### config.mk
export PLATFORM = sky130hd
export DESIGN_NAME = multi_channel_apb_down_timer_unit
export DESIGN_NICKNAME = d
export VERILOG_FILES = /design/src/design/mcdt_pkg.sv /design/src/design/multi_channel_apb_down_timer_unit.sv /design/src/design/mcdt_timer.sv
export SDC_FILE = /design/constraint.sdc
export NUM_CORES = 2
export LEC_CHECK = 0
export ABC_AREA = 1
export ABC_CLOCK_PERIOD_IN_PS = 9800
export BUFFER_PORTS_ARGS = -buffer_cell sky130_fd_sc_hd__buf_2
export CAP_MARGIN = 0
export CORE_ASPECT_RATIO = 1.2
export CORE_MARGIN = 2
export CORE_UTILIZATION = 45
export CTS_CLUSTER_DIAMETER = 80
export DETAILED_ROUTE_END_ITERATION = 12
export PLACE_DENSITY_LB_ADDON = 0.15
export SYNTH_ARGS = -nofsm -noshare
export SYNTH_HDL_FRONTEND = slang
export SYNTH_SLANG_ARGS = --single-unit
### constraint.sdc
create_clock -name clk -period 9.8 [get_ports clk]
set_input_delay 1.96 -clock clk [delete_from_list [all_inputs] [get_ports clk]]
set_output_delay 1.96 -clock clk [all_outputs]
set_load 0.05 [all_outputs]
### src/design/mcdt_pkg.sv
// Package for the multi-channel down timer: register map constants,
// word kinds, per-timer command and status structs, address decode.
// No dependencies.
package mcdt_pkg;

  localparam int WORD_W     = 32;
  localparam int MAX_TIMERS = 8;

  // Item kinds
  typedef enum logic [1:0] {
    KIND_TICK  = 2'd0,
    KIND_READ  = 2'd1,
    KIND_WRITE = 2'd2
  } kind_t;

  // Register map
  localparam logic [7:0] TIMER_SPAN      = 8'h14;
  localparam logic [7:0] GLOBAL_BASE     = 8'hA0;
  localparam logic [7:0] ADDR_INT_STATUS = 8'hA0;
  localparam logic [7:0] ADDR_EOI_ALL    = 8'hA4;
  localparam logic [7:0] ADDR_RAW_STATUS = 8'hA8;

  localparam logic [4:0] OFF_LOAD   = 5'd0;
  localparam logic [4:0] OFF_COUNT  = 5'd4;
  localparam logic [4:0] OFF_CTRL   = 5'd8;
  localparam logic [4:0] OFF_EOI    = 5'd12;
  localparam logic [4:0] OFF_STATUS = 5'd16;

  // Control word bits
  localparam int CTRL_EN   = 0;
  localparam int CTRL_USER = 1;
  localparam int CTRL_MASK = 2;

  typedef struct packed {
    logic              is_global;
    logic [2:0]        tnum;
    logic [4:0]        off;
  } addr_dec_t;

  // Command broadcast to every timer; write and rd_eoi bits qualify with the select
  typedef struct packed {
    logic              tick;
    logic              wr_load;
    logic              wr_ctrl;
    logic              rd_eoi;
    logic              eoi_all;
    logic [WORD_W-1:0] data;
  } cmd_t;

  typedef struct packed {
    logic [WORD_W-1:0] load;
    logic [WORD_W-1:0] count;
    logic [WORD_W-1:0] ctrl;
    logic              pending;
    logic              masked;
    logic              line_lvl;
    logic              line_next;
  } stat_t;

  // Split a byte address into timer number and offset (divide by 0x14)
  function automatic addr_dec_t decode_addr(input logic [7:0] addr);
    addr_dec_t d;
    d.is_global = (addr >= GLOBAL_BASE);
    d.tnum      = 3'd0;
    for (int k = 1; k < MAX_TIMERS; k++) begin
      if (addr >= 8'(k * 20)) begin
        d.tnum = 3'(k);
      end
    end
    d.off = 5'(addr - (8'(d.tnum) * TIMER_SPAN));
    return d;
  endfunction

endpackage

### src/design/multi_channel_apb_down_timer_unit.sv
// Top level of the multi-channel down timer: input register, address
// decode, timer bank, read mux and result register.
// Depends on mcdt_pkg and mcdt_timer.
//
// Usage:
// - Input channel (in_valid/in_stall) carries one word per item: a tick
//   (kind 0), a bus read (kind 1) or a bus write (kind 2) with its byte
//   address and write data. Kind 3 is a no-op that still returns a word.
// - Output channel (out_valid/out_stall) returns exactly one word per
//   item: read_data (zero except for reads) and irq_lines, the level of
//   every timer's interrupt line after the item (bit i = timer i).
// - An accepted item passes through the input register and then the result
//   register, from which its word leaves. Throughput is one item per clock
//   while out_stall is low: the input register feeds one decrement/compare
//   per timer plus a read mux, all finished before the result register.
// - When the receiver stalls, the result register holds its word; the
//   input register still takes one more item, and in_stall rises only
//   when both are full. Timer state advances only when an item moves
//   from the input register to the result register.
// - Reset (rst, synchronous) clears every timer to zero, stopped, with no
//   pending interrupt and all lines low, and empties both registers.
// - Status vectors at 0xA0 (masked) and 0xA8 (raw) put timer 0 at bit
//   NUM_TIMERS-1.
module multi_channel_apb_down_timer_unit #(
  parameter int NUM_TIMERS = 8
) (
  input  logic        clk,
  input  logic        rst,
  input  logic        in_valid,
  output logic        in_stall,
  input  logic [1:0]  kind,
  input  logic [7:0]  address,
  input  logic [31:0] write_data,
  output logic        out_valid,
  input  logic        out_stall,
  output logic [31:0] read_data,
  output logic [7:0]  irq_lines
);

  // input register
  logic        s1_valid;
  logic [1:0]  s1_kind;
  logic [7:0]  s1_addr;
  logic [31:0] s1_data;

  logic accept;
  logic advance;

  assign advance  = s1_valid && (!out_valid || !out_stall);
  assign in_stall = s1_valid && !advance;
  assign accept   = in_valid && !in_stall;

  always_ff @(posedge clk) begin
    if (rst) begin
      s1_valid <= 1'b0;
    end else if (accept) begin
      s1_valid <= 1'b1;
    end else if (advance) begin
      s1_valid <= 1'b0;
    end
  end

  always_ff @(posedge clk) begin
    if (accept) begin
      s1_kind <= kind;
      s1_addr <= address;
      s1_data <= write_data;
    end
  end

  // decode
  mcdt_pkg::addr_dec_t dec;
  mcdt_pkg::cmd_t      cmd;
  logic                is_rd;
  logic                is_wr;
  logic [NUM_TIMERS-1:0] sel;

  assign dec   = mcdt_pkg::decode_addr(s1_addr);
  assign is_rd = (s1_kind == mcdt_pkg::KIND_READ);
  assign is_wr = (s1_kind == mcdt_pkg::KIND_WRITE);

  always_comb begin
    cmd.tick    = (s1_kind == mcdt_pkg::KIND_TICK);
    cmd.wr_load = is_wr && !dec.is_global && dec.off == mcdt_pkg::OFF_LOAD;
    cmd.wr_ctrl = is_wr && !dec.is_global && dec.off == mcdt_pkg::OFF_CTRL;
    cmd.rd_eoi  = is_rd && !dec.is_global && dec.off == mcdt_pkg::OFF_EOI;
    cmd.eoi_all = is_rd && s1_addr == mcdt_pkg::ADDR_EOI_ALL;
    cmd.data    = s1_data;
  end

  // timer bank; an absent timer number selects nothing
  mcdt_pkg::stat_t stat [NUM_TIMERS];

  for (genvar i = 0; i < NUM_TIMERS; i++) begin : g_tmr
    assign sel[i] = !dec.is_global && dec.tnum == 3'(i);

    mcdt_timer u_tmr (
      .clk  (clk),
      .rst  (rst),
      .go   (advance),
      .sel  (sel[i]),
      .cmd  (cmd),
      .stat (stat[i])
    );
  end

  // read mux
  logic [31:0] rd_timer;
  logic [31:0] vec_masked;
  logic [31:0] vec_raw;
  logic [31:0] rd_next;
  logic [7:0]  irq_next;

  always_comb begin
    rd_timer   = '0;
    vec_masked = '0;
    vec_raw    = '0;
    for (int i = 0; i < NUM_TIMERS; i++) begin
      vec_masked[NUM_TIMERS-1-i] = stat[i].masked;
      vec_raw[NUM_TIMERS-1-i]    = stat[i].pending;
      if (sel[i]) begin
        case (dec.off)
          mcdt_pkg::OFF_LOAD:   rd_timer = stat[i].load;
          mcdt_pkg::OFF_COUNT:  rd_timer = stat[i].count;
          mcdt_pkg::OFF_CTRL:   rd_timer = stat[i].ctrl;
          mcdt_pkg::OFF_STATUS: rd_timer = {31'd0, stat[i].masked};
          default:              rd_timer = '0;
        endcase
      end
    end
  end

  always_comb begin
    rd_next = '0;
    if (is_rd) begin
      if (!dec.is_global) begin
        rd_next = rd_timer;
      end else if (s1_addr == mcdt_pkg::ADDR_INT_STATUS) begin
        rd_next = vec_masked;
      end else if (s1_addr == mcdt_pkg::ADDR_RAW_STATUS) begin
        rd_next = vec_raw;
      end
    end
  end

  always_comb begin
    irq_next = '0;
    for (int i = 0; i < NUM_TIMERS; i++) begin
      irq_next[i] = stat[i].line_next;
    end
  end

  // result register
  always_ff @(posedge clk) begin
    if (rst) begin
      out_valid <= 1'b0;
    end else if (advance) begin
      out_valid <= 1'b1;
    end else if (!out_stall) begin
      out_valid <= 1'b0;
    end
  end

  always_ff @(posedge clk) begin
    if (advance) begin
      read_data <= rd_next;
      irq_lines <= irq_next;
    end
  end

  // checks
  a_adv_out: assert property (@(posedge clk) disable iff (rst)
    advance |=> out_valid)
    else $error("item left input register without a result");

  a_eoi_all: assert property (@(posedge clk) disable iff (rst)
    advance && cmd.eoi_all |=> irq_lines == 8'd0)
    else $error("global eoi left a line high");

  a_rd_zero: assert property (@(posedge clk) disable iff (rst)
    advance && !is_rd |=> read_data == 32'd0)
    else $error("non-read item returned data");

  a_irq_range: assert property (@(posedge clk) disable iff (rst)
    out_valid |-> (irq_lines >> NUM_TIMERS) == 8'd0)
    else $error("line set for absent timer");

  for (genvar i = 0; i < NUM_TIMERS; i++) begin : g_chk
    a_line_pend: assert property (@(posedge clk) disable iff (rst)
      stat[i].line_lvl |-> stat[i].pending)
      else $error("interrupt line high without pending status");
  end

endmodule

### src/design/mcdt_timer.sv
// One down-counting timer channel: load, count, limit, control and
// interrupt state with its tick and register-write logic.
// Depends on mcdt_pkg.
module mcdt_timer (
  input  logic            clk,
  input  logic            rst,
  input  logic            go,
  input  logic            sel,
  input  mcdt_pkg::cmd_t  cmd,
  output mcdt_pkg::stat_t stat
);

  logic [31:0] load,  load_next;
  logic [31:0] count, count_next;
  logic [31:0] limit, limit_next;
  logic [31:0] ctrl,  ctrl_next;
  logic        running, running_next;
  logic        pending, pending_next;
  logic        line_lvl, line_lvl_next;
  logic [31:0] tick_val;

  assign tick_val = (count == 32'd0) ? limit : count - 32'd1;

  always_comb begin
    load_next     = load;
    count_next    = count;
    limit_next    = limit;
    ctrl_next     = ctrl;
    running_next  = running;
    pending_next  = pending;
    line_lvl_next = line_lvl;
    if (cmd.tick && running) begin
      count_next = tick_val;
      if (tick_val == 32'd0) begin
        if (ctrl[mcdt_pkg::CTRL_USER] && limit == 32'd0) begin
          running_next = 1'b0;
        end
        pending_next  = 1'b1;
        line_lvl_next = !ctrl[mcdt_pkg::CTRL_MASK];
      end
    end
    if (sel && cmd.wr_load) begin
      load_next  = cmd.data;
      count_next = cmd.data;
    end
    if (sel && cmd.wr_ctrl) begin
      // mode or enable change restarts the timer with a fresh limit
      if (ctrl[1:0] != cmd.data[1:0]) begin
        limit_next   = cmd.data[mcdt_pkg::CTRL_USER] ? load : '1;
        running_next = cmd.data[mcdt_pkg::CTRL_EN];
      end
      ctrl_next = cmd.data;
    end
    if (sel && cmd.rd_eoi) begin
      pending_next  = 1'b0;
      line_lvl_next = 1'b0;
    end
    if (cmd.eoi_all) begin
      line_lvl_next = 1'b0;
    end
  end

  always_ff @(posedge clk) begin
    if (rst) begin
      load     <= '0;
      count    <= '0;
      limit    <= '0;
      ctrl     <= '0;
      running  <= 1'b0;
      pending  <= 1'b0;
      line_lvl <= 1'b0;
    end else if (go) begin
      load     <= load_next;
      count    <= count_next;
      limit    <= limit_next;
      ctrl     <= ctrl_next;
      running  <= running_next;
      pending  <= pending_next;
      line_lvl <= line_lvl_next;
    end
  end

  always_comb begin
    stat.load      = load;
    stat.count     = count;
    stat.ctrl      = ctrl;
    stat.pending   = pending;
    stat.masked    = pending && !ctrl[mcdt_pkg::CTRL_MASK];
    stat.line_lvl  = line_lvl;
    stat.line_next = line_lvl_next;
  end

endmodule

# Word-level counts from Yosys, hierarchy flattened
# Cells that the tools add are included.
# Widths: inputs -> output; s select.
# word_totals
wordCells	435
latch_bits	0
ff_bits	1132
rom_bits	0
ram_bits	0
memories	0
# classes
bitwise_logic	0
n_reduce_logical	171
n_lt_le_gt_ge	8
eq_ne	25
multipliers	1
shifts	0
mux	158
n_div	0
addsub	9
# op_table
operator	n
$mux 32	41
$pmux 32 s4	8
$logic_not 32->1	24
$sub 32x1->32 const B	8
$mux 1	101
$logic_and 1x1->1	65
$reduce_bool 2->1	25
$reduce_and 2->1	24
$reduce_and 3->1	16
$eq 8x8->1 const B	3
$ge 8x7->1 const B	3
$mux 3	6
$ge 8x6->1 const B	2
$ge 8x8->1 const B	2
$mux 8	2
$ne 2x2->1	8
$logic_not 1->1	13
$eq 3x3->1 const B	4
$eq 5x4->1 const B	2
$ge 8x5->1 const B	1
$eq 3x2->1 const B	2
$eq 5x3->1 const B	1
$eq 5x5->1 const B	1
$logic_not 5->1	1
9 further kinds	9

# Logic depth before layout (Yosys ltp)
# logic_depth
ltp_word	21
ltp_mapped	29
mapped_depth_nobuf	27

# Modules after synthesis
# From an unflattened synthesis, not the netlist that was laid out.
# unflattened
hier_cells	9954
hier_area_um2	65222.6
# modules_own_cells
mod	area_each_um2	seq_area_each_um2	instances	cells_per_inst
mcdt_timer at g_tmr[0].u_tmr ...	6915.4	2622.5	5	1019
mcdt_timer at g_tmr[1].u_tmr ...	6875.3	2622.5	3	1019
multi_channel_apb_down_timer_unit	10019.6	2502.4	1	1802

# Worst setup path after synthesis
# Ideal clock, no wire load.
# synth_path
path_kind	input -> register
startpoint	input out_stall
endpoint	register irq_lines[0], enable pin
path_stages	6
t_required_ns	9.380
t_arrival_ns	4.397
slack_ns	4.983
path_cell_list	nand2_1 > inv_1 > nor2_1 > clkbuf_1 > clkbuf_1 > clkbuf_1
# synth_between
elab_chain_len	3
# synth_rtl
element	line	rtl
start: declaration	multi_channel_apb_down_timer_unit.sv:35	input logic out_stall,
$logic_not 1->1	n/a	
$logic_or 1x1->1	multi_channel_apb_down_timer_unit.sv:49	assign advance = s1_valid && (!out_valid || !out_stall);
$logic_and 1x1->1	multi_channel_apb_down_timer_unit.sv:49	
named net advance	multi_channel_apb_down_timer_unit.sv:47	logic advance;
end signal: assignment	multi_channel_apb_down_timer_unit.sv:167	irq_lines <= irq_next;
end: declaration	multi_channel_apb_down_timer_unit.sv:37	output logic [7:0] irq_lines
# The timed path passes the listed nets, and every way through them passes these cells.
# A chain may end at the register's enable or synchronous reset.

# Final worst setup path
# layout_path
startpoint	register s1_addr[3]
endpoint	register g_tmr[2].u_tmr.load[0]
# layout_between
elab_chain_len	14
elab_cells_between_ends	25
classes_between	add/sub: 1; mul: 1; order compare: 8; eq/ne: 1; mux: 7; reduce/logical: 7
# layout_rtl
element	line	rtl
start: declaration	multi_channel_apb_down_timer_unit.sv:43	logic [7:0] s1_addr;
start signal: assignment	multi_channel_apb_down_timer_unit.sv:66	s1_addr <= address;
$ge 8x5->1	mcdt_pkg.sv:66	if (addr >= 8'(k * 20)) begin
$mux 1	mcdt_pkg.sv:66	
$mux 3 (6 in series)	mcdt_pkg.sv:66	
$mul 3x3->3	mcdt_pkg.sv:70	d.off = 5'(addr - (8'(d.tnum) * TIMER_SPAN));
$sub 5x5->5	mcdt_pkg.sv:70	
$logic_not 5->1	multi_channel_apb_down_timer_unit.sv:84	cmd.wr_load = is_wr && !dec.is_global && dec.off == mcdt_pkg::OFF_LOAD;
$logic_and 1x1->1	multi_channel_apb_down_timer_unit.sv:84	
$logic_and 1x1->1 (*)	mcdt_timer.sv:42	if (sel && cmd.wr_load) begin
$reduce_and 2->1 (no line) (*)	n/a	
end signal: assignment	mcdt_timer.sv:73	load <= load_next;
end: declaration	mcdt_timer.sv:13	logic [31:0] load, load_next;
# Mark *: on every way between the ends. The rest lies on a longest branch, timed or not.

==> results.sh <==
export IMPL_leakage_nw=27.9
export IMPL_hold_path_class="reg2reg"
export IMPL_clock_skew_ns=0.0379
export IMPL_die_h_um=411
export IMPL_nets=9358
export IMPL_period_share_pct=70.1
export IMPL_r2r_cells=22
export IMPL_io_pins=88
export IMPL_cts_root_buf="clkbuf_16"
export IMPL_hpwl_um=215000
export IMPL_synth_flop_cell="dfxtp_1"
export IMPL_cp_start_kind="register"
export IMPL_synthToLayoutAreaGrowth_pct=9.02
export IMPL_die_area_sq_um=141000
export IMPL_syn_area_per_cell_sq_um=6.48
export IMPL_ys_warn_count=0
export IMPL_via_per_inst=6.14
export IMPL_grt_total_usage_pct=42.7
export IMPL_drc=0
export IMPL_drt_iter0_markers=9425
export IMPL_antenna_found_initial=11
export IMPL_slew_headroom_pct=7.01
export IMPL_clkTransAtPathRegs_ns=0.06
export IMPL_synthMostInstantiatedCell="nand2_1"
export IMPL_hold_start="g_tmr[6].u_tmr.ctrl[31]"
export IMPL_post_cts_setup_buffers=0
export IMPL_fp_dieW_um=343
export IMPL_finalCriticalPeriod_ns=6.87
export IMPL_synth_edf_count=82
export IMPL_r2r_end="g_tmr[2].u_tmr.load[0]"
export IMPL_cpMostUsedCell="nand2_1"
export IMPL_rsz0062_at_grt="false"
export IMPL_cpPeakStageDelay_ns=0.81
export IMPL_crit_chain="nor2_1 -> o21ai_1 -> nand2_2 -> nand2_1 -> nand2_1 -> nand2_1 -> nand2_1 -> nand2_2 -> ha_1 -> fa_1 -> inv_1 -> nor3_1 -> inv_2 -> nor2_8 -> nand2_4 -> nor2_4 -> buf_4 -> inv_2 -> nor2_2 -> inv_2 -> nand2_1 -> a21oi_1"
export IMPL_overflow=0
export IMPL_r2r_start="s1_addr[3]"
export IMPL_finish_utilization_pct=49.3
export IMPL_syn_num_nets=9663
export IMPL_crit_path_end_kind="register"
export IMPL_final_layout_size_suffix_gt1_share_pct=5.41
export IMPL_cts_buffers=130
export IMPL_postPlaceCellArea_sq_um=63500
export IMPL_dp_slack_ns=3.10
export IMPL_tightest_slew_ns=1.39
export IMPL_netlist_area_sq_um=62200
export IMPL_detail_route_antenna_nets=0
export IMPL_synth_area_top_cells="dfxtp_1 (34%), nand2_1 (15%), nor2_1 (6.5%), nand3_1 (5.9%), o21ai_0 (5.6%)"
export IMPL_place_inst=11000
export IMPL_synth_common_cells="nand2_1 (2556), nor2_1 (1070), dfxtp_1 (1050), nand3_1 (735), inv_1 (721)"
export IMPL_cp_startpoint="s1_addr[3]"
export IMPL_cts_tree="built"
export IMPL_std_cell_rows=149
export IMPL_whs_endpoint="g_tmr[6].u_tmr.ctrl[31]"
export IMPL_yosysTopAreaCellShare_pct=33.8
export IMPL_async_reset_ff_share_pct=0
export IMPL_total_power_mw=10.6
export IMPL_tns_ns=0
export IMPL_setup_viol=0
export IMPL_synth_distinct_cells=49
export IMPL_drtPass1Iterations=7
export IMPL_required_ns=10.44
export IMPL_cap_violations=0
export IMPL_status="finished, final reports clean"
export IMPL_crit_type="reg2reg"
export IMPL_grt_pass1_wl_um=444000
export IMPL_fin_cells=11200
export IMPL_worstPathArrival_ns=7.51
export IMPL_whs_path_depth=2
export IMPL_ys_ff_latch=1132
export IMPL_wl_um=310000
export IMPL_synth_top_cell_by_area="dfxtp_1"
export IMPL_clock_latency_ns=0.82
export IMPL_final_cell_area_sq_um=67800
export IMPL_grt_max_degree=187
export IMPL_vdd_ir_drop_max_mv=0.178
export IMPL_post_drt_wl_per_cell_um=27.6
export IMPL_yosysSeqAreaShare_pct=37.8
export IMPL_postLayoutSetupSlackWorst_ns=2.93
export IMPL_finalHoldViolCount=0
export IMPL_fmax_ghz=0.146
export IMPL_slew_violations=0
export IMPL_start_util_pct=45.3
export IMPL_core_area_sq_um=137000
export IMPL_synth_cells=9598
export IMPL_gp_congestion=1.05
export IMPL_port_buffers=87
export IMPL_post_cts_resized=0
export IMPL_path_max_fanout=43
export IMPL_num_vias=68800
export IMPL_powerDensity_nw_per_um2=156
export IMPL_max_clock_path_buffers=3
export IMPL_cts_hold_buf=0
export IMPL_grt_pass1_vias=63200
export IMPL_cts_sinks=1132
export IMPL_r2r_slack_ns=2.93
export IMPL_cpMaxStageDelayCell="nor2_2"
export IMPL_ctsHtreeMaxLevel=4
export IMPL_hold_slack_ns=0.460
-- report_power, final --
part / internal (mW) / switching [mW]
Clock: 2.85 / 2.18
Combinational: 0.131 / 0.744
Sequential: 4.68 / 0.0193
-- metal layers --
layer / wire [um] / part of all wire [%] / up-vias / track usage, %
met5: 18 / 0.0058 / - / 0
met4: 29600 / 9.6 / 4 / 34.6
met3: 32500 / 10 / 1062 / 9.39
met2: 132000 / 43 / 4096 / 64.2
met1: 116000 / 37 / 32300 / 52.6
li1: - / - / 31400 / -
-- how the worst max path moves through the flow --
stage	slack (ns)	endpoint	cells after the start
after CTS	3.05	g_tmr[2].u_tmr.load[0]	22
after detailed placement	3.10	g_tmr[2].u_tmr.load[0]	22
after global placement	3.14	g_tmr[2].u_tmr.load[18]	22
after floorplan	4.98	irq_lines[0]	6
final	2.93	g_tmr[2].u_tmr.load[0]	22
after global routing	2.46	g_tmr[2].u_tmr.load[12]	22
-- cells by family after synthesis --
| logic type | share of synthesized area (%) |
|---|---|
| AOI/OAI and AO/OA | 17.7 |
| DFF | 37.8 |
| xor gates and xnor gates | 2.04 |
| adders and majority gates | 0.394 |
| and+or+nand+nor | 33.3 |
| buffers and inverters | 8.73 |
-- layout make-up --
type,count,area [sq um]
Timing Repair Buffer,208,1440
Inverter,766,2900
Clock buffer,185,3830
Tap cell,1812,2270
Sequential cell,1132,23500
Fill cell,14300,69600
Multi-Input combinational cell,7055,33400
Clock inverter,49,449
Antenna cell,7,17.5
-- layout by cell type (no fill, tap or decap), types with 13 or more instances in the layout --
cell type	count
o21ai_1	40
nor4_1	35
xor2_1	93
nand3_1	731
nor2_1	1059
nand4_1	188
nand2_1	2551
edfxtp_1	82
xnor2_1	52
clkbuf_8	20
ha_1	18
buf_2	86
a31oi_1	169
a211oi_1	353
clkinv_2	21
clkbuf_16	138
buf_4	114
nor3_1	312
dfxtp_1	1050
o211ai_1	69
o22ai_1	13
clkbuf_1	27
nand3b_1	19
inv_2	33
o21ai_0	698
inv_1	719
a21oi_1	561
-- registers in the layout, indices dropped and copies added, names as in the netlist, 2 cells and up --
signal and cells:
g_tmr.u_tmr.count 256, g_tmr.u_tmr.ctrl 256, g_tmr.u_tmr.limit 256, g_tmr.u_tmr.load 256
read_data 32, s1_data 32, g_tmr.u_tmr.line_lvl 8, g_tmr.u_tmr.pending 8
g_tmr.u_tmr.running 8, irq_lines 8, s1_addr 8, s1_kind 2
-- worst max-delay path, delay by kind of cell, from the launching register on --
family	cells	cell delay [ns]
AO/OA/AOI/OAI	2	0.20
adder cells (fa/ha/maj)	2	0.81
buffers and inverters	5	1.46
flip-flops	1	0.50
AND/OR/NAND/NOR	13	3.64
Note: power is estimated with default switching activity, not from simulation.
